$ cat config.mk
export PLATFORM = sky130hd
export DESIGN_NAME = pcd_cordic
export DESIGN_NICKNAME = d
export VERILOG_FILES = /design/src/pcd_pkg.sv /design/src/pcd_cordic.sv
export SDC_FILE = /design/constraint.sdc
export NUM_CORES = 1
export LEC_CHECK = 0
export ABC_CLOCK_PERIOD_IN_PS = 8670
export BUFFER_PORTS_ARGS = -buffer_cell sky130_fd_sc_hd__buf_2
export CAP_MARGIN = 25
export CORE_MARGIN = 2
export CORE_UTILIZATION = 24
export CTS_CLUSTER_SIZE = 25
export DETAILED_ROUTE_END_ITERATION = 16
export GPL_TIMING_DRIVEN = 1
export SLEW_MARGIN = 30
export SYNTH_ARGS = -nofsm -noshare
export SYNTH_HDL_FRONTEND = slang
export SYNTH_SLANG_ARGS = --single-unit
$ cat constraint.sdc
create_clock -name clk_i -period 8.67 [get_ports clk_i]
set_input_delay 0.867 -clock clk_i [delete_from_list [all_inputs] [get_ports clk_i]]
set_output_delay 0.867 -clock clk_i [all_outputs]
set_load 0.005 [all_outputs]
$ cat src/pcd_pkg.sv
// ----------------------------------------------------------------------------
// Pose change detector package
// Fixed widths, constants and the CORDIC angle table.
// ----------------------------------------------------------------------------
package pcd_pkg;

  localparam int unsigned ANG_W     = 27;
  localparam int unsigned Z_W       = 30;
  localparam int unsigned XY_W      = 34;
  localparam int unsigned CFG_IDX_W = 2;

  localparam int DEG180_Q16 = 11796480;
  localparam int DEG360_Q16 = 23592960;
  localparam int DEG90_Q20  = 94371840;
  localparam int ONE_Q16    = 65536;

  localparam logic [CFG_IDX_W-1:0] CFG_TRANS = 2'd0;
  localparam logic [CFG_IDX_W-1:0] CFG_ROT   = 2'd1;

  localparam logic [31:0] TRANS_RESET = 32'd6554;
  localparam logic [25:0] ROT_RESET   = 26'd327680;

  localparam logic ACT_LOAD = 1'b0;

  // atan(2^-i) in degrees, scaled by 2^20.
  function automatic logic [25:0] atan_q20(input logic [4:0] i);
    logic [25:0] r;
    unique case (i)
      5'd0:  r = 26'd47185920;
      5'd1:  r = 26'd27855475;
      5'd2:  r = 26'd14718068;
      5'd3:  r = 26'd7471121;
      5'd4:  r = 26'd3750058;
      5'd5:  r = 26'd1876857;
      5'd6:  r = 26'd938658;
      5'd7:  r = 26'd469357;
      5'd8:  r = 26'd234682;
      5'd9:  r = 26'd117342;
      5'd10: r = 26'd58671;
      5'd11: r = 26'd29335;
      5'd12: r = 26'd14668;
      5'd13: r = 26'd7334;
      5'd14: r = 26'd3667;
      5'd15: r = 26'd1833;
      5'd16: r = 26'd917;
      5'd17: r = 26'd458;
      5'd18: r = 26'd229;
      5'd19: r = 26'd115;
      5'd20: r = 26'd57;
      5'd21: r = 26'd29;
      5'd22: r = 26'd14;
      5'd23: r = 26'd7;
      5'd24: r = 26'd4;
      5'd25: r = 26'd2;
      5'd26: r = 26'd1;
      default: r = 26'd0;
    endcase
    return r;
  endfunction

endpackage

$ cat src/pcd_cordic.sv
// ----------------------------------------------------------------------------
// Pose change detector CORDIC
// Iterative vectoring CORDIC, one micro-rotation per cycle, angle in degrees.
// ----------------------------------------------------------------------------
module pcd_cordic import pcd_pkg::*; #(
  parameter int unsigned ITERATIONS = 18
) (
  input  logic                    clk_i,
  input  logic                    rst_ni,
  input  logic                    start_i,
  input  logic signed [17:0]      y_i,
  input  logic signed [17:0]      x_i,
  output logic                    busy_o,
  output logic signed [ANG_W-1:0] angle_o
);

  localparam int unsigned N     = (ITERATIONS > 32) ? 32 : ITERATIONS;
  localparam int unsigned CNT_W = $clog2(N);
  localparam logic [CNT_W-1:0] LAST = CNT_W'(N - 1);
  localparam logic signed [Z_W-1:0] LIM = Z_W'(DEG180_Q16);

  logic                   busy_q;
  logic [CNT_W-1:0]       cnt_q;
  logic signed [XY_W-1:0] x_q, y_q, xs, ys, x0, y0;
  logic signed [Z_W-1:0]  z_q, step, zr;

  assign x0   = {{(XY_W-30){x_i[17]}}, x_i, 12'b0};
  assign y0   = {{(XY_W-30){y_i[17]}}, y_i, 12'b0};
  assign xs   = x_q >>> cnt_q;
  assign ys   = y_q >>> cnt_q;
  assign step = $signed({{(Z_W-26){1'b0}}, atan_q20(5'(cnt_q))});

  always_ff @(posedge clk_i or negedge rst_ni) begin
    if (!rst_ni) begin
      busy_q <= 1'b0;
      cnt_q  <= '0;
    end else if (start_i) begin
      busy_q <= !(x_i == 18'sd0 && y_i == 18'sd0);
      cnt_q  <= '0;
    end else if (busy_q) begin
      cnt_q <= cnt_q + 1'b1;
      if (cnt_q == LAST) begin
        busy_q <= 1'b0;
      end
    end
  end

  always_ff @(posedge clk_i) begin
    if (start_i) begin
      if (x_i == 18'sd0 && y_i == 18'sd0) begin
        x_q <= x0;
        y_q <= y0;
        z_q <= '0;
      end else if (x_i < 0) begin
        if (y_i >= 0) begin
          x_q <= y0;
          y_q <= -x0;
          z_q <= Z_W'(DEG90_Q20);
        end else begin
          x_q <= -y0;
          y_q <= x0;
          z_q <= -Z_W'(DEG90_Q20);
        end
      end else begin
        x_q <= x0;
        y_q <= y0;
        z_q <= '0;
      end
    end else if (busy_q) begin
      if (y_q >= 0) begin
        x_q <= x_q + ys;
        y_q <= y_q - xs;
        z_q <= z_q + step;
      end else begin
        x_q <= x_q - ys;
        y_q <= y_q + xs;
        z_q <= z_q - step;
      end
    end
  end

  // Round the Q.20 sum to Q.16 and clamp to half a turn.
  always_comb begin
    zr = (z_q + Z_W'(8)) >>> 4;
    if (zr > LIM) begin
      zr = LIM;
    end else if (zr < -LIM) begin
      zr = -LIM;
    end
  end

  assign busy_o  = busy_q;
  assign angle_o = ANG_W'(zr);

endmodule

# Word-level counts from Yosys, hierarchy flattened
# Memories as Yosys holds them, arrays and structs flattened.
# Index checks and enable logic that the tools add are counted.
word_totals:
  register_bits: 104
  romBits: 832
  in_bits: 39
  output_inout_bits: 28
  word_cells: 54
  mem_count: 1
mem_list:
  columns: ["name", "depth", "word_bits", "read_ports", "rd_ports_with_merged_regs", "wr", "line_no", "text"]
  rows:
  - ["(name not given)", 32, 26, 1, 0, 0, "pcd_pkg.sv:28", "unique case (i)"]
classes:
  n_addsub: 10
  magnitude_cmp: 5
  eq_ne: 1
  shift: 2
  muxes: 25
  reduce_logical: 5
ops:
  columns: ["operator", "n"]
  rows:
  - ["$mux W34", 12]
  - ["$mux W30", 6]
  - ["$add A34 B34 Y34", 2]
  - ["$neg A30 Y34", 2]
  - ["$sshr A34 B5 Y34", 2]
  - ["$sub A34 B34 Y34", 2]
  - ["$mux W27", 2]
  - ["$logic_not A18 Y1", 2]
  - ["$ge A34 B1 Y1 const B", 1]
  - ["$add A30 B27 Y30", 1]
  - ["$add A30 B5 Y30 const B", 1]
  - ["$sub A30 B27 Y30", 1]
  - ["$gt A26 B25 Y1 const B", 1]
  - ["$lt A26 B25 Y1 const B", 1]
  - ["$ge A18 B1 Y1 const B", 1]
  - ["$lt A18 B1 Y1 const B", 1]
  - ["$mux W5", 2]
  - ["$add A5 B1 Y5 const B", 1]
  - ["$eq A5 B5 Y1 const B", 1]
  - ["$mux W1", 3]
  - ["$reduce_bool A2 Y1", 1]
  - ["$logic_and A1 B1 Y1", 1]
  - ["$logic_not A1 Y1", 1]

# Depth between registers and ports, before layout
depth:
  word_depth: 5
  depth_mapped: 31
  ltp_nobuf: 26

# Worst setup path after synthesis
# OpenSTA, ideal clock, no wires.
synth_path:
  path_type: "register to register"
  startpoint: "register cnt_q[1]"
  endpoint: "register z_q[28] (data pin)"
  setup_ns: 0.267
  t_arrival_ns: 6.019
  required_ns: 8.403
  setup_slack_ns: 2.384
  path_stages_with_launch: 28
  path_buffers: 4
  period_less_slack_ns: 6.286
  cell_sequence: "dfrtp_1 buf_2 inv_1 buf_1 buf_1 clkbuf_1 ha_1 nor2b_1 o21ai_0 o21ai_0 o21ai_0 or3_1 nand2b_1 or2_2 nand2_1 xnor2_1 ha_1 a21o_1 a21o_1 a21oi_1 o211ai_1 a21o_1 a2111oi_0 a21oi_1 a211o_1 a21oi_1 xor2_1 o21ai_0"
synth_between:
  elab_chain_cells: 5
  word_cells_on_any_way: 6
  classes_between: "add/sub (2); mux (3); memory (1)"
synth_lines:
  columns: ["element", "line_no", "text"]
  rows:
  - ["from (decl)", "pcd_cordic.sv:23", "logic [CNT_W-1:0] cnt_q;"]
  - ["from (signal assigned)", "pcd_cordic.sv:41", "cnt_q <= cnt_q + 1'b1;"]
  - ["$mem_v2 Z32 W26 *", null, null]
  - ["$sub A30 B27 Y30 or $add A30 B27 Y30 (tied branches)", "pcd_cordic.sv:77, pcd_cordic.sv:73", null]
  - ["$mux W30 *", "pcd_cordic.sv:70", "if (y_q >= 0) begin"]
  - ["$mux W30 *", "pcd_cordic.sv:69", "end else if (busy_q) begin"]
  - ["$mux W30 *", "pcd_cordic.sv:49", "if (start_i) begin"]
  - ["to (signal assigned)", "pcd_cordic.sv:58", "z_q <= Z_W'(DEG90_Q20);"]
  - ["to (signal assigned)", "pcd_cordic.sv:73", "z_q <= z_q + step;"]
  - ["to (signal assigned)", "pcd_cordic.sv:77", "z_q <= z_q - step;"]
  - ["to (decl)", "pcd_cordic.sv:25", "logic signed [Z_W-1:0] z_q, step, zr;"]
# Mark *: on every way between the ends. The rest lies on a longest branch, timed or not. The select of a mux whose other input is x is not followed.
# A chain may end at the register's enable or synchronous reset.

# Worst setup path in the final report
layout_path:
  startpoint: "register cnt_q[2]"
  endpoint: "register x_q[29] (data pin)"
layout_between:
  elab_chain_cells: 5
  word_cells_on_any_way: 6
  classes_between: "add/sub (2); shift (1); mux (3)"
layout_lines:
  columns: ["element", "line_no", "text"]
  rows:
  - ["$sshr A34 B5 Y34 *", "pcd_cordic.sv:30", "assign ys = y_q >>> cnt_q;"]
  - ["$sub A34 B34 Y34 or $add A34 B34 Y34 (tied branches)", "pcd_cordic.sv:75, pcd_cordic.sv:71", null]
  - ["$mux W34 *", "pcd_cordic.sv:70", null]
  - ["$mux W34 *", "pcd_cordic.sv:69", null]
  - ["$mux W34 *", "pcd_cordic.sv:49", null]
  - ["to (signal assigned)", "pcd_cordic.sv:56", "x_q <= y0;"]
  - ["to (signal assigned)", "pcd_cordic.sv:71", "x_q <= x_q + ys;"]
  - ["to (signal assigned)", "pcd_cordic.sv:75", "x_q <= x_q - ys;"]
  - ["to (decl)", "pcd_cordic.sv:24", "logic signed [XY_W-1:0] x_q, y_q, xs, ys, x0, y0;"]
# Marked as above.

==> results.json <==
{
  "syn_area_sq_um": 17400,
  "rows": 98,
  "critPathBufInv": 1,
  "antenna_found_initial": 0,
  "hold_viol_final": 0,
  "status": "finished clean",
  "syn-num-nets": 2251,
  "worstMarginPinSlew_ps": 1140,
  "post-route-min-period_ps": 7400,
  "grt_pass1_wl_mm": 90.8,
  "syn2layout_area_growth_pct": 8.73,
  "core_area_sq_um": 71700,
  "post-route-drc-count": 0,
  "die-width_um": 274,
  "synth_mux_area_share_pct": 16.5,
  "synthAdderAreaFrac_pct": 8.24,
  "clk_pin_slew_ps": 70,
  "path_max_fanout": 65,
  "critPathArrivalTime_ps": 7530,
  "post-cts-setup-buffers": 0,
  "slew_headroom_pct": 24.0,
  "initial_core_util_pct": 24.3,
  "yosys.area_share.simple_pct": 18.9,
  "ff_latch_area_sq_um": 3110,
  "cts_made_buffers": 9,
  "die_area_sq_um": 74800,
  "track_usage_pct": 15.4,
  "htreeDepth": 3,
  "final_core_util_pct": 26.4,
  "yosys.area_share.xor_xnor_pct": 11.1,
  "end_kind": "flop",
  "tns_ps": 0,
  "hpwlAfterDp_mm": 45.2,
  "synth_edf_count": 98,
  "cts_hold_buf": 0,
  "layout_common_cells": "nor2_1, nand2_1, o21ai_0, a21oi_1, xnor2_1",
  "finalWirelength_mm": 58.9,
  "gp_congestion": 1.02,
  "worst_path_dominant_cell_family": "compound AO/OA/AOI/OAI gates",
  "multiInputGateArea_sq_um": 13500,
  "grt-ovfl-total": 0,
  "cts_resized": 0,
  "numPortBuffers": 66,
  "fillers": 7763,
  "final_common_cell": "nor2_1",
  "cp.required_ps": 8800,
  "cp_cell_sequence": "buf_4 > mux4_2 > mux2i_1 > o22ai_1 > nor3_1 > ha_1 > nand3_1 > or4_1 > o21ai_0 > xor2_1 > ha_1 > and3_1 > o21ai_0 > o311ai_0 > a311oi_1 > a221oi_1 > a221o_1 > a21o_1 > a21oi_1 > xor2_1 > o32ai_1",
  "synth_cells": 2099,
  "ys.flop_type": "edfxtp_1",
  "post_dp_cell_area_sq_um": 18600,
  "synth_area_per_cell_sq_um": 8.31,
  "setup_viol": 0,
  "post-route-period-util_pct": 85.4,
  "yosysSeqAreaShare_pct": 17.7,
  "crit_type": "flop to flop",
  "firstDrtPassIters": 5,
  "slowest_stage": "dfrtp_4",
  "final_antenna_net_count": 0,
  "fin_area_sq_um": 19000,
  "maxCapViolations": 0,
  "hold_class": "input port to async pin",
  "first_global_vias": 15400,
  "fmax_ghz": 0.135,
  "cts.sinks": 104,
  "yosysWarnings": 0,
  "fp.dieH_um": 274,
  "max_stage_delay_ps": 1010,
  "routedWlPerCell_um": 19.4,
  "critPathLaunchType": "flop",
  "grt_max_degree": 79,
  "fin_nets": 2237,
  "ys_seq_elements": 104,
  "ys_types": 88,
  "synth-compound-area-share_pct": 23.0,
  "synth_top_family_by_area": "compound AO/OA/AOI/OAI gates",
  "drive_gt1_share_pct": 12.1,
  "finClkSkew_ps": 17.0,
  "cts_tree": "yes",
  "vias": 16700,
  "insertion_delay_ps": 410,
  "synthArstFlopShare_pct": 5.77,
  "drt_iter0_drc": 1785,
  "maxSlewViolCount": 0,
  "root_buffer": "clkbuf_16",
  "cts_buffer_depth": 2,
  "rsz0062_at_grt": "no",
  "viasPerCell": 5.48,
  "pin_count": 67
}
## worst paths after layout
kind,from,to,slack [ps],cells past startpoint
min reg2reg,z_q[0],z_q[0],710,2
min,rst_ni,busy_o,290,1
max in group asynchronous,rst_ni,cnt_q[0],8200,1
max,cnt_q[2],x_q[29],1270,21
max reg2reg,cnt_q[2],x_q[29],1270,21
min in group clk_i,z_q[0],z_q[0],710,2
## flip-flops by register name, indices dropped and copies added (netlist names)
| name | flops |
|---|---|
| busy_o | 1 |
| x_q | 34 |
| z_q | 30 |
| y_q | 34 |
| cnt_q | 5 |
## logic make-up (layout without fill, tap and decap cells)
group / after synthesis / in the layout
AOI/OAI and AO/OA: 617 / 617
buffers and inverters: 181 / 172
muxes: 182 / 182
DFF: 104 / 104
other: 0 / 2
adders and majority gates: 113 / 113
and+or+nand+nor: 683 / 683
xor gates and xnor gates: 219 / 219
## per-layer routing
layer / GRT usage (%) / part of all wire (%) / wire [um] / vias to the layer above
met5: 0 / 0.16 / 92 / -
met4: 5.13 / 3.2 / 1900 / 2
met3: 4.69 / 9.9 / 5820 / 114
met2: 23.0 / 43 / 25200 / 742
met1: 20.9 / 44 / 25800 / 7933
li1: - / - / - / 7880
## cells in the mapped netlist, types with 54 or more instances
library cell  number  area (sq um)
nor2_1           198           743
a21o_1            57           428
edfxtp_1          98          2940
nand2_1          190           713
mux2i_1           81           811
mux4_2            73          1640
a21oi_1          143           716
inv_1             54           203
nand3_1           56           280
ha_1             110          1380
clkbuf_1          70           263
o21ai_0          150           751
xnor2_1          125          1090
xor2_1            93           815
## per-stage QoR
| stage | setup slack (ps) | hold slack, ps | instances |
|---|---|---|---|
| 2_1_floorplan | 2380 | 571 | 2099 |
| 3_3_place_gp | 1450 | 653 | 3023 |
| 3_5_place_dp | 1320 | 687 | 3023 |
| 4_1_cts | 1300 | 287 | 3039 |
| 5_1_grt | 763 | 296 | 3040 |
| 6_report | 1270 | 293 | 3042 |
## worst reg2reg max path: cells and delay by family, from the launching register on
family / cells / cell delay (ps)
compound gates: 10 / 2500
simple gates: 4 / 1520
flops: 1 / 1010
mux: 2 / 690
fa+ha+maj: 2 / 650
buf+inv: 1 / 490
xor+xnor: 2 / 270
## area by class of cell
cell class	instances	area share, %
Multi-Input combinational cell	1814	71.5
Sequential cell	104	16.4
Tap cell	950	6.27
Timing Repair Buffer	100	3.21
Clock buffer	10	1.21
Inverter	56	1.11
Clock inverter	6	0.304
Antenna cell	2	0.0264
Power is not shown: default switching activity piles up to over one toggle a cycle in this logic, so the estimate is an artifact.
