==> src/pcd_pkg.sv <==
// ----------------------------------------------------------------------------
// Pose change detector package
// Fixed widths, constants and the CORDIC angle table.
// ----------------------------------------------------------------------------
package pcd_pkg;

  localparam int unsigned ANG_W     = 27;
  localparam int unsigned Z_W       = 30;
  localparam int unsigned XY_W      = 34;
  localparam int unsigned CFG_IDX_W = 2;

  localparam int DEG180_Q16 = 11796480;
  localparam int DEG360_Q16 = 23592960;
  localparam int DEG90_Q20  = 94371840;
  localparam int ONE_Q16    = 65536;

  localparam logic [CFG_IDX_W-1:0] CFG_TRANS = 2'd0;
  localparam logic [CFG_IDX_W-1:0] CFG_ROT   = 2'd1;

  localparam logic [31:0] TRANS_RESET = 32'd6554;
  localparam logic [25:0] ROT_RESET   = 26'd327680;

  localparam logic ACT_LOAD = 1'b0;

  // atan(2^-i) in degrees, scaled by 2^20.
  function automatic logic [25:0] atan_q20(input logic [4:0] i);
    logic [25:0] r;
    unique case (i)
      5'd0:  r = 26'd47185920;
      5'd1:  r = 26'd27855475;
      5'd2:  r = 26'd14718068;
      5'd3:  r = 26'd7471121;
      5'd4:  r = 26'd3750058;
      5'd5:  r = 26'd1876857;
      5'd6:  r = 26'd938658;
      5'd7:  r = 26'd469357;
      5'd8:  r = 26'd234682;
      5'd9:  r = 26'd117342;
      5'd10: r = 26'd58671;
      5'd11: r = 26'd29335;
      5'd12: r = 26'd14668;
      5'd13: r = 26'd7334;
      5'd14: r = 26'd3667;
      5'd15: r = 26'd1833;
      5'd16: r = 26'd917;
      5'd17: r = 26'd458;
      5'd18: r = 26'd229;
      5'd19: r = 26'd115;
      5'd20: r = 26'd57;
      5'd21: r = 26'd29;
      5'd22: r = 26'd14;
      5'd23: r = 26'd7;
      5'd24: r = 26'd4;
      5'd25: r = 26'd2;
      5'd26: r = 26'd1;
      default: r = 26'd0;
    endcase
    return r;
  endfunction

endpackage

==> src/pcd_isqrt.sv <==
// ----------------------------------------------------------------------------
// Pose change detector square root
// Digit-by-digit integer square root of 64 bits, one result bit per cycle.
// ----------------------------------------------------------------------------
module pcd_isqrt import pcd_pkg::*; (
  input  logic        clk_i,
  input  logic        rst_ni,
  input  logic        start_i,
  input  logic [63:0] rad_i,
  output logic        busy_o,
  output logic [31:0] root_o
);

  logic        busy_q;
  logic [63:0] v_q, res_q, one_q, trial;

  assign trial = res_q + one_q;

  always_ff @(posedge clk_i or negedge rst_ni) begin
    if (!rst_ni) begin
      busy_q <= 1'b0;
    end else if (start_i) begin
      busy_q <= 1'b1;
    end else if (busy_q && one_q == 64'd1) begin
      busy_q <= 1'b0;
    end
  end

  always_ff @(posedge clk_i) begin
    if (start_i) begin
      v_q   <= rad_i;
      res_q <= '0;
      one_q <= 64'd1 << 62;
    end else if (busy_q) begin
      if (v_q >= trial) begin
        v_q   <= v_q - trial;
        res_q <= (res_q >> 1) + one_q;
      end else begin
        res_q <= res_q >> 1;
      end
      one_q <= one_q >> 2;
    end
  end

  assign busy_o = busy_q;
  assign root_o = res_q[31:0];

endmodule

==> config.mk <==
export PLATFORM = sky130hd
export DESIGN_NAME = pcd_isqrt
export DESIGN_NICKNAME = d
export VERILOG_FILES = /design/src/pcd_pkg.sv /design/src/pcd_isqrt.sv
export SDC_FILE = /design/constraint.sdc
export NUM_CORES = 1
export LEC_CHECK = 0
export BUFFER_PORTS_ARGS = -buffer_cell sky130_fd_sc_hd__buf_4
export CORE_MARGIN = 5
export CORE_UTILIZATION = 42
export DETAILED_ROUTE_END_ITERATION = 10
export GPL_ROUTABILITY_DRIVEN = 0
export SYNTH_ARGS = -nofsm -noshare
export SYNTH_HDL_FRONTEND = slang
export SYNTH_SLANG_ARGS = --single-unit
==> constraint.sdc <==
create_clock -name clk_i -period 10.35 [get_ports clk_i]
set_input_delay 2.07 -clock clk_i [delete_from_list [all_inputs] [get_ports clk_i]]
set_output_delay 2.07 -clock clk_i [all_outputs]
set_load 0.05 [all_outputs]
== Yosys cells after proc, flatten, opt, wreduce, memory -nomap -nowiden ==
Cells that the tools add are included.
Storage, ports and cells
  input bits: 67
  output and inout port bits: 33
  flip-flop bits (word level): 161
  word-level logic and storage cells: 20
Operators by class
  $lt $le $gt $ge: 1
  muxes and demuxes: 6
  add/sub/neg operators: 3
  equal/unequal tests: 1
  reduce and logical (&&, ||, !) cells: 5
Operator list (number)
  $mux W64: 4
  $add A63 B63 Y64: 1
  $add A64 B63 Y64: 1
  $ge A64 B64 Y1: 1
  $sub A64 B64 Y64: 1
  $eq A32 B1 Y1 const B: 1
  $reduce_bool A2 Y1: 3
  $mux W1: 2
  $reduce_and A2 Y1: 1
  $logic_and A1 B1 Y1: 1

== Longest topological paths before layout ==
Gate-level depths: netlist of the first run.
  depth after elaboration: 5
  gate-level depth with buffers: 24
  gate-level depth less buffers: 21

== Worst setup path before layout of the first run ==
OpenSTA, ideal clock, no wires.
  path type: register to register
  start point: register res_q[10]
  end point: register v_q[0], enable pin
  clock period less this slack: 9.637 ns
  arrival time: 9.063 ns
  path buffers: 2
  required time: 9.776 ns
  library setup time: 0.574 ns
  stages on the path, launching flop included: 22
  path slack: 0.713 ns
  path through: dfxtp_1 > ha_1 > nand4_1 > nor3_1 > a21o_1 > a31oi_1 > o41ai_1 > o221ai_1 > a21boi_0 > nor4b_1 > a311oi_1 > ha_1 > a21oi_1 > o21ai_0 > and2_1 > nor4_1 > or4_1 > o211ai_2 > nor2_8 > buf_6 > buf_6 > o21ai_0
Between the ends
  word-level cells in the longest chain between the ends: 4
Ends and longest elaborated chain
  from (decl): line pcd_isqrt.sv:15  | logic [63:0] v_q, res_q, one_q, trial;
  from (signal assigned): line pcd_isqrt.sv:37  | res_q <= (res_q >> 1) + one_q;
  from (signal assigned): line pcd_isqrt.sv:39  | res_q <= res_q >> 1;
  $add A64 B63 Y64: line pcd_isqrt.sv:17  | assign trial = res_q + one_q;
  $ge A64 B64 Y1: line pcd_isqrt.sv:35  | if (v_q >= trial) begin
  $reduce_bool A2 Y1 (no source line)
  $reduce_and A2 Y1 (no source line)
  to (signal assigned): line pcd_isqrt.sv:31  | v_q <= rad_i;
  to (signal assigned): line pcd_isqrt.sv:36  | v_q <= v_q - trial;
  to (decl): line pcd_isqrt.sv:15
No other way between the ends.
A chain may end at the register's enable or synchronous reset.

== Final worst setup path of the first run ==
  start point: register res_q[10]
  end point: register v_q[60], enable pin
Same word-level chain as after synthesis.

==> results.yml, run 1 <==
outcome:
  status: "finished, final reports clean"
clocking:
  cts_sinks: 161
  cts_made_buffers: 17
  cts.htree.levels: 4
  cts_buffer_depth: 2
  cts_hold_buf: 0
  root_buffer: "clkbuf_16"
  cts_resized: 0
  path_clk_slew_ns: 0.07
  worstSkewPairLatency_ns: 0.47
  cts_tree: "done"
  post_cts_buffers: 0
routing:
  wl_met3_microns: 2980
  top_layer_used: "met4"
  wl_microns: 50800
  initialDrtViolationCount: 1336
  vias: 15800
  dr.pass1.iters: 5
  drt-wirelength-per-cell_microns: 19.5
  avgViaCountPerCell: 6.08
  wl_met2_microns: 23200
  wl_met1_microns: 23600
  drc: 0
  ant_nets: 0
sta:
  hold_viol: 0
  final.setup.tns_ns: 0
  slew_viol_final: 0
  final.min_clock_period_ns: 7.59
  slew_headroom: 0.260
  tightest_slew_ns: 1.10
  skew_ns: 0.0221
  grt_setup_unrepaired: "false"
  final.period_utilization: 0.734
  clock.fmax_mhz: 132
  final-setup-viol-count: 0
floorplan:
  die_w_microns: 206
  coreArea_sq_um: 38400
  start_util: 0.422
  die_area_sq_um: 42600
  fp.dieH_microns: 206
  rows: 72
  io-pin-count: 100
critical_path:
  path_cells: "ha_1 -> nand4_1 -> nor2_1 -> o311ai_0 -> a31oi_1 -> o21bai_1 -> a31oi_1 -> o211ai_1 -> a2111oi_0 -> a211oi_1 -> ha_1 -> a21oi_1 -> o21ai_0 -> and2_1 -> nor4_1 -> or4_1 -> o211ai_2 -> buf_4 -> nor2_8 -> o21ai_4 -> buf_4"
  cpMaxStageDelayCell: "a31oi_1"
  path_delay_family: "compound AO/OA/AOI/OAI gates"
  crit_fanout: 49
  worstPathRequired_ns: 10.45
  slowest_delay_ns: 0.80
  cp.arrival_ns: 7.69
  reg2regPathDepth: 21
  end_kind: "register"
  crit_buf_inv: 2
  cp_num_cells: 21
  crit_type: "register to register"
  start_kind: "register"
min_path:
  holdCritPathClass: "register to register"
  min_path_cells: 2
flow_run:
  maxCapViolations: 0
yosys:
  syn_nets: 2286
  synthFlopType: "dfxtp_1"
  syn_avg_cell_area_sq_um: 7.75
  netlist_instances: 2088
  synth-async-reset-ratio: 0.00621
  ys_warn_count: 0
  synthDistinctLibCells: 89
  syn_area_sq_um: 16200
  synth_edf_count: 64
  synth_seq_area_share: 0.239
  ys_ff_latch: 161
power_and_ir_drop:
  leakagePower_nw: 6.91
  power.density_nw_per_um2: 263
  vdd_drop_max_v: 0.000130
finish:
  multi_input_area_sq_um: 11400
  antennaDiodeCount: 0
  drive_above_1_share: 0.100
  regArea_sq_um: 3870
  fillCellCount: 3910
  stdcell_count: 2599
  area_delta_synth_final_pct: 8.10
  final_nets: 2266
global_route:
  grt_usage: 0.233
  antenna_found_initial: 0
  grt_max_degree: 84
  overflow: 0
  grt_pass1_wl_microns: 79800
  first_global_vias: 14600
placed_design:
  hpwlAfterDp_microns: 38500
  dp.cells: 2567
  numPortBuffers: 99
[logic make-up (layout without fill, tap and decap cells)]
group                      count (synthesis)  after routing  share of synthesized area
buffers and inverters                    208            201                     0.0596
and+or+nand+nor                          711            711                      0.209
xor gates and xnor gates                 134            134                     0.0725
DFF                                      161            161                      0.239
muxes                                     51             51                     0.0323
AOI/OAI and AO/OA                        692            692                      0.286
adders and majority gates                131            131                      0.102
[layout by cell type (no fill, tap or decap), types with 35 or more instances in the layout]
| cell type | synthesis | routed |
|---|---|---|
| xor2_1 | 66 | 66 |
| buf_4 | 33 | 109 |
| dfxtp_1 | 96 | 96 |
| a31oi_1 | 47 | 47 |
| mux2i_1 | 41 | 41 |
| nor2_1 | 185 | 185 |
| edfxtp_1 | 64 | 64 |
| inv_1 | 58 | 58 |
| ha_1 | 130 | 130 |
| nand4_1 | 45 | 45 |
| o21bai_1 | 35 | 35 |
| a21oi_1 | 143 | 143 |
| nand2_1 | 232 | 232 |
| o21ai_0 | 168 | 167 |
| a21o_1 | 40 | 40 |
| nand3_1 | 54 | 54 |
| xnor2_1 | 68 | 68 |
[registers in the layout (all words and copies together) (netlist names)]
register and cells:
one_q 32, res_q 64, v_q 64, busy_o 1
[power by group]
part / internal, W / switching, W
clock network: 0.000322 / 0.000307
logic: 0.00108 / 0.00180
registers: 0.000917 / 0.000162
[final cells by class]
type	instances	area share
clock buffers	19	0.0253
multi-input cells	1719	0.649
inverters	59	0.0127
repair buffers	110	0.0474
well taps	518	0.0370
clock inverters	13	0.00679
flip-flops and latches	161	0.221
[routing by layer]
metal	up-vias	GRT usage
li1	7735	-
met1	7489	0.327
met2	514	0.376
met3	55	0.0350
met4	0	0.0627
met5	-	0
[cells in the mapped netlist (7+ instances only)]
library cell / n / area [sq um]
a211o_1: 8 / 70.1
a211oi_1: 34 / 255
nor3_1: 34 / 170
or3_1: 18 / 113
and3_1: 26 / 163
nand2_1: 232 / 871
a31o_2: 22 / 193
ha_1: 130 / 1630
inv_1: 58 / 218
nor4_1: 17 / 106
nor3b_1: 7 / 52.6
buf_1: 8 / 30.0
buf_6: 7 / 78.8
a21o_1: 40 / 300
a311oi_1: 20 / 175
mux2i_1: 41 / 410
o21ai_1: 10 / 50.1
nand4_1: 45 / 282
and2_1: 24 / 150
a221oi_1: 15 / 131
o22ai_1: 10 / 62.6
xnor2_1: 68 / 596
a31oi_1: 47 / 294
a21oi_1: 143 / 716
xor2_1: 66 / 578
clkbuf_1: 95 / 357
buf_4: 33 / 248
nor2b_1: 12 / 75.1
nor2_1: 185 / 694
edfxtp_1: 64 / 1920
nand2b_1: 17 / 106
nand3_1: 54 / 270
and4_1: 10 / 87.6
o21ai_0: 168 / 841
o211ai_1: 12 / 90.1
dfxtp_1: 96 / 1920
mux2_2: 10 / 113
o21bai_1: 35 / 263
o31ai_1: 21 / 158
o21a_1: 19 / 143
a21boi_0: 14 / 105
[final timing paths]
kind | from | end | slack [ns]
max | res_q[10]$_SDFFE_PP0P_ | v_q[60]$_DFFE_PP_ | 2.76
max reg2reg | res_q[10]$_SDFFE_PP0P_ | v_q[60]$_DFFE_PP_ | 2.76
min reg2reg | res_q[2]$_SDFFE_PP0P_ | res_q[2]$_SDFFE_PP0P_ | 0.54
min | res_q[2]$_SDFFE_PP0P_ | res_q[2]$_SDFFE_PP0P_ | 0.54
min in group asynchronous | rst_ni | busy_o$_DFFE_PN0P_ | 1.39
max in group asynchronous | rst_ni | busy_o$_DFFE_PN0P_ | 8.86
[tightest hold or removal path, cell delays in order, from the launching register on]
cell and delay (ns):
dfxtp_1 0.36, nand2_1 0.08, a21oi_1 0.05
[per-stage QoR]
step / area, sq um / util / total power (W) / hold WS (ns) / worst slack, ns
detailed placement: 16900 / 0.441 / 0.00393 / 0.541 / 2.96
CTS: 17500 / 0.456 / 0.00458 / 0.547 / 2.91
floorplan: 16200 / - / 0.00326 / 0.485 / 0.713
global placement: 16900 / 0.441 / 0.00391 / 0.528 / 3.07
global route: 17500 / 0.456 / 0.00494 / 0.596 / 2.40
finish: 17500 / 0.456 / 0.00460 / 0.543 / 2.76
Note: power is estimated with default switching activity, not from simulation.
==> run 2: changes to the inputs <==
--- a/config.mk
+++ b/config.mk
@@ -5,6 +5,7 @@
 export SDC_FILE = /design/constraint.sdc
 export NUM_CORES = 1
 export LEC_CHECK = 0
+export ABC_AREA = 1
 export BUFFER_PORTS_ARGS = -buffer_cell sky130_fd_sc_hd__buf_4
 export CORE_MARGIN = 5
 export CORE_UTILIZATION = 42
==> constraint.sdc (replaced) <==
create_clock -name clk_i -period 7.5 [get_ports clk_i]
set_input_delay 1.5 -clock clk_i [delete_from_list [all_inputs] [get_ports clk_i]]
set_output_delay 1.5 -clock clk_i [all_outputs]
set_load 0.05 [all_outputs]
==> results.yml, run 2 <==
yosys:
  ys_ff_latch: 161
  synth_edf_count: 64
  syn_avg_cell_area_sq_um: 5.62
  syn_nets: 3783
  synth_seq_area_share: 0.192
  synthFlopType: "dfxtp_1"
  synth_most_common_cell: "nand2_1"
  yosys.area.top_type: "nand2_1"
  netlist.area_leader.share: 0.225
  synthDistinctLibCells: 47
  yosys-top-cells-area: "nand2_1 23%, dfxtp_1 9.5%, edfxtp_1 9.5%"
  synth-async-reset-ratio: 0.00621
  syn_area_sq_um: 20100
  netlist_instances: 3585
  ys_top_cells_by_count: "1209 x nand2_1, 480 x inv_1, 436 x nor2_1, 307 x nand3_1, 227 x a21oi_1"
  ys_warn_count: 0
global_route:
  antenna_found_initial: 0
  grt_usage: 0.291
  overflow: 0
  first_global_vias: 21800
  grt_max_degree: 81
  grt_pass1_wl_microns: 120000
placed_design:
  dp.cells: 4190
  hpwlAfterDp_microns: 63500
  numPortBuffers: 99
critical_path:
  r2r-start: "res_q[20]$_SDFFE_PP0P_"
  end_kind: "register"
  cpMaxStageDelayCell: "buf_4"
  path_cells: "ha_1 -> nand2_1 -> o21ai_0 -> nand2_1 -> o21ai_0 -> a21oi_1 -> o21ai_0 -> nand3_1 -> nand3_1 -> nand2_1 -> ha_1 -> nand2_1 -> nor2_1 -> nand2_1 -> nor2_1 -> a21oi_4 -> nand2_2 -> nand2_2 -> nand2_2 -> buf_4"
  cp.arrival_ns: 5.85
  crit_type: "register to register"
  start_kind: "register"
  worstPathRequired_ns: 7.62
  slowest_delay_ns: 0.70
  crit_top_cell: "nand2_1"
  reg2regPathDepth: 20
  r2r-end: "v_q[7]$_DFFE_PP_"
  crit_fanout: 64
  r2r_slack_ns: 1.78
finish:
  final_common_cell: "nand2_1"
  stdcell_count: 4222
  fillCellCount: 5331
  reg_top3: "res_q: 64 flops, v_q: 64 flops, one_q: 32 flops"
  multi_input_area_sq_um: 13800
  regArea_sq_um: 3870
  antennaDiodeCount: 0
  final_nets: 3792
  final_cell_mix: "1208 x nand2_1, 480 x inv_1, 436 x nor2_1, 307 x nand3_1, 227 x a21oi_1"
  area_delta_synth_final_pct: 7.64
  drive_above_1_share: 0.0535
flow_run:
  maxCapViolations: 0
clocking:
  path_clk_slew_ns: 0.07
  cts_tree: "done"
  cts_hold_buf: 0
  post_cts_buffers: 0
  cts_buffer_depth: 2
  cts_made_buffers: 17
  cts_resized: 0
  worstSkewPairLatency_ns: 0.51
  cts.htree.levels: 4
  root_buffer: "clkbuf_16"
  cts_sinks: 161
min_path:
  min-delay-start: "res_q[0]$_SDFFE_PP0P_"
  min_path_cells: 2
  holdCritPathClass: "register to register"
  hold_path_end: "res_q[0]$_SDFFE_PP0P_"
sta:
  final-setup-viol-count: 0
  clock.fmax_mhz: 175
  hold_viol: 0
  grt_setup_unrepaired: "false"
  final.min_clock_period_ns: 5.72
  slew_headroom: 0.390
  final.period_utilization: 0.763
  skew_ns: 0.0161
  tightest_slew_ns: 0.906
  slew_viol_final: 0
  final.setup.tns_ns: 0
floorplan:
  die_w_microns: 229
  io-pin-count: 100
  fp.dieH_microns: 229
  start_util: 0.423
  die_area_sq_um: 52400
  rows: 80
  coreArea_sq_um: 47500
routing:
  dr.pass1.iters: 6
  wl_microns: 78400
  drc: 0
  drt-wirelength-per-cell_microns: 18.6
  ant_nets: 0
  avgViaCountPerCell: 5.42
  initialDrtViolationCount: 2212
  vias: 22900
power_and_ir_drop:
  leakagePower_nw: 9.98
  vdd_drop_max_v: 0.000359
  power.density_nw_per_um2: 382
outcome:
  status: "finished, final reports clean"
-- run 2: cell types whose count changed after synthesis, moves of 27 or more --
cell,change
a21oi_1,+84
nand3_1,+253
mux2i_1,-41
a21o_1,-27
clkbuf_1,-53
inv_1,+422
nand2_1,+977
a211oi_1,-30
nor2_1,+251
a31oi_1,-35
-- run 2: worst max path at each step --
stage,startpoint,to,slack (ns)
floorplan,one_q[28]$_SDFFE_PP0P_,v_q[0]$_DFFE_PP_,2.49
global placement,res_q[20]$_SDFFE_PP0P_,v_q[10]$_DFFE_PP_,1.98
detailed placement,res_q[20]$_SDFFE_PP0P_,v_q[10]$_DFFE_PP_,1.99
CTS,res_q[20]$_SDFFE_PP0P_,v_q[9]$_DFFE_PP_,1.95
global route,res_q[20]$_SDFFE_PP0P_,v_q[11]$_DFFE_PP_,1.37
finish,res_q[20]$_SDFFE_PP0P_,v_q[7]$_DFFE_PP_,1.78
-- run 2: kinds of logic after synthesis --
| family | count (synthesis) | synth area share |
|---|---|---|
| AND/OR/NAND/NOR | 2103 | 0.431 |
| buffers and inverters | 608 | 0.124 |
| AO/OA/AOI/OAI | 478 | 0.127 |
| flip-flops | 161 | 0.192 |
| adder cells (fa/ha/maj) | 131 | 0.0818 |
| XOR/XNOR | 104 | 0.0452 |
-- run 2: layout make-up --
class,instances,area share
Timing Repair Buffer,109,0.0378
Tap cell,615,0.0355
Sequential cell,161,0.179
Inverter,489,0.0847
Multi-Input combinational cell,2816,0.636
Clock inverter,13,0.00629
Clock buffer,19,0.0209
-- run 2: power breakdown --
part,switching (W),internal [W]
clock network,0.000449,0.000486
registers,0.000401,0.00133
logic,0.00377,0.00185
total,0.00462,0.00366
-- run 2: metal layers --
layer	wire length, microns	share of wire	track usage	vias up
met2	35700	0.46	0.477	851
met5	0	0	0	-
met3	5200	0.066	0.0401	166
met4	3700	0.047	0.136	0
met1	33800	0.43	0.379	10400
li1	-	-	-	11400
-- run 2: worst max-delay path, delay by kind of cell, from the launching register on --
family	cells	cell delay, ns
and+or+nand+nor	12	1.92
AOI/OAI and AO/OA	5	1.41
buffers and inverters	1	0.70
adders and majority gates	2	0.68
DFF	1	0.58
-- run 2: per-stage QoR --
step	util	setup WS [ns]	hold WS, ns	total power, W	cell area, sq um
3_5_place_dp	0.443	1.99	0.514	0.00722	21100
4_1_cts	0.456	1.95	0.523	0.00819	21700
5_1_grt	0.456	1.37	0.555	0.00902	21700
3_3_place_gp	0.443	1.98	0.504	0.00723	21100
2_1_floorplan	-	2.49	0.463	0.00573	20100
6_report	0.456	1.78	0.531	0.00829	21700
==> run 3: changes to the inputs <==
==> constraint.sdc (replaced) <==
create_clock -name clk_i -period 5.7 [get_ports clk_i]
set_input_delay 1.14 -clock clk_i [delete_from_list [all_inputs] [get_ports clk_i]]
set_output_delay 1.14 -clock clk_i [all_outputs]
set_load 0.05 [all_outputs]
==> results.yml, run 3 (synthesized netlist as in run 2, its figures left out) <==
clocking:
  post_cts_buffers: 0
  cts_resized: 0
  root_buffer: "clkbuf_16"
  cts_made_buffers: 17
  cts.htree.levels: 4
  cts_buffer_depth: 2
  path_clk_slew_ns: 0.08
  worstSkewPairLatency_ns: 0.51
  cts_tree: "done"
  cts_hold_buf: 0
  cts_sinks: 161
floorplan:
  die_area_sq_um: 52400
  coreArea_sq_um: 47500
  io-pin-count: 100
  die_w_microns: 229
  start_util: 0.423
  rows: 80
  fp.dieH_microns: 229
critical_path:
  start_kind: "register"
  crit_top_cell: "nand2_1"
  crit_type: "register to register"
  worstPathRequired_ns: 5.84
  end_kind: "register"
  crit_buf_inv: 1
  slowest_delay_ns: 0.59
  cp-startpoint: "res_q[20]$_SDFFE_PP0P_"
  crit_fanout: 64
  path_delay_family: "simple AND/OR/NAND/NOR gates"
  r2r-start: "res_q[20]$_SDFFE_PP0P_"
  cpMaxStageDelayCell: "dfxtp_1"
  reg2regPathDepth: 20
  path_cells: "ha_1 -> nand2_1 -> o21ai_0 -> nand2_1 -> o21ai_0 -> a21oi_1 -> o21ai_0 -> nand3_1 -> nand3_1 -> nand2_1 -> ha_1 -> nand2_1 -> nor2_1 -> nand2_1 -> nor2_1 -> a21oi_4 -> nand2_2 -> nand2_2 -> nand2_2 -> buf_12"
  cp_num_cells: 20
  cp.arrival_ns: 5.23
sta:
  slew_headroom: 0.425
  final-setup-viol-count: 0
  skew_ns: 0.0215
  slew_viol_final: 0
  hold_viol: 0
  final.setup.tns_ns: 0
  final.min_clock_period_ns: 5.09
  grt_setup_unrepaired: "false"
  tightest_slew_ns: 0.862
  final.period_utilization: 0.894
  clock.fmax_mhz: 196
finish:
  antennaDiodeCount: 0
  area_delta_synth_final_pct: 8.39
  final_cell_mix: "1208 x nand2_1, 480 x inv_1, 436 x nor2_1, 307 x nand3_1, 227 x a21oi_1"
  drive_above_1_share: 0.0574
  reg_top3: "res_q: 64 flops, v_q: 64 flops, one_q: 32 flops"
  fin_area_sq_um: 21800
  final_nets: 3808
  final_common_cell: "nand2_1"
flow_run:
  maxCapViolations: 0
global_route:
  grt_pass1_wl_microns: 120000
  overflow: 0
  grt_max_degree: 74
  first_global_vias: 21700
  antenna_found_initial: 0
  grt_usage: 0.291
routing:
  vias: 23000
  dr.pass1.iters: 6
  avgViaCountPerCell: 5.42
  drt-wirelength-per-cell_microns: 18.7
  ant_nets: 0
  wl_microns: 79200
  initialDrtViolationCount: 2196
  drc: 0
power_and_ir_drop:
  vdd_drop_max_v: 0.000327
  power_w: 0.0110
  leakagePower_nw: 10.1
  power.density_nw_per_um2: 506
placed_design:
  hpwlAfterDp_microns: 63900
  numPortBuffers: 99
  place_area_sq_um: 21200
outcome:
  status: "finished, final reports clean"
min_path:
  holdCritPathClass: "primary input to asynchronous set/reset pin"
## run 3: report_power, final
group | internal (W) | total, W | leakage [nW] | switching (W)
Sequential | 0.00174 | 0.00222 | 1.46 | 0.000480
Clock | 0.000628 | 0.00122 | 0.286 | 0.000593
Combinational | 0.00252 | 0.00760 | 8.33 | 0.00508
Total | 0.00489 | 0.0110 | 10.1 | 0.00615
## run 3: final timing paths
kind                                          to  slack, ns
min                           busy_o$_DFFE_PN0P_       0.40
min in group clk_i         res_q[0]$_SDFFE_PP0P_       0.50
max reg2reg                    v_q[24]$_DFFE_PP_       0.61
min reg2reg                res_q[0]$_SDFFE_PP0P_       0.50
max                            v_q[24]$_DFFE_PP_       0.61
max in group asynchronous     busy_o$_DFFE_PN0P_       5.21
## run 3: worst reg2reg max path: cells and delay by family (launching register included)
kind	cells	cell delay, ns
AOI/OAI and AO/OA	5	1.35
adders and majority gates	2	0.69
buffers and inverters	1	0.28
DFF	1	0.59
and+or+nand+nor	12	1.69
## run 3: routing by layer
layer	up-vias	track usage	part of all wire
met2	860	0.479	0.45
met4	0	0.134	0.048
met1	10400	0.381	0.43
li1	11500	-	-
met5	-	0	0
met3	184	0.0373	0.068
## run 3: stage by stage
stage	setup slack, ns	hold WS (ns)	std cells	utilization
final	0.607	0.398	4237	0.459
after global routing	0.267	0.383	4237	0.459
after CTS	0.687	0.346	4237	0.459
after detailed placement	0.706	0.493	4206	0.447
after global placement	0.710	0.495	4206	0.447
after floorplan	0.688	0.463	3585	-
## run 3: final cells by class
class | count | area, sq um
clock buffers | 18 | 439
clock inverters | 13 | 144
fillers | 5373 | 25700
inverters | 489 | 1840
multi-input cells | 2816 | 13800
flip-flops and latches | 161 | 3870
well taps | 615 | 769
repair buffers | 125 | 976
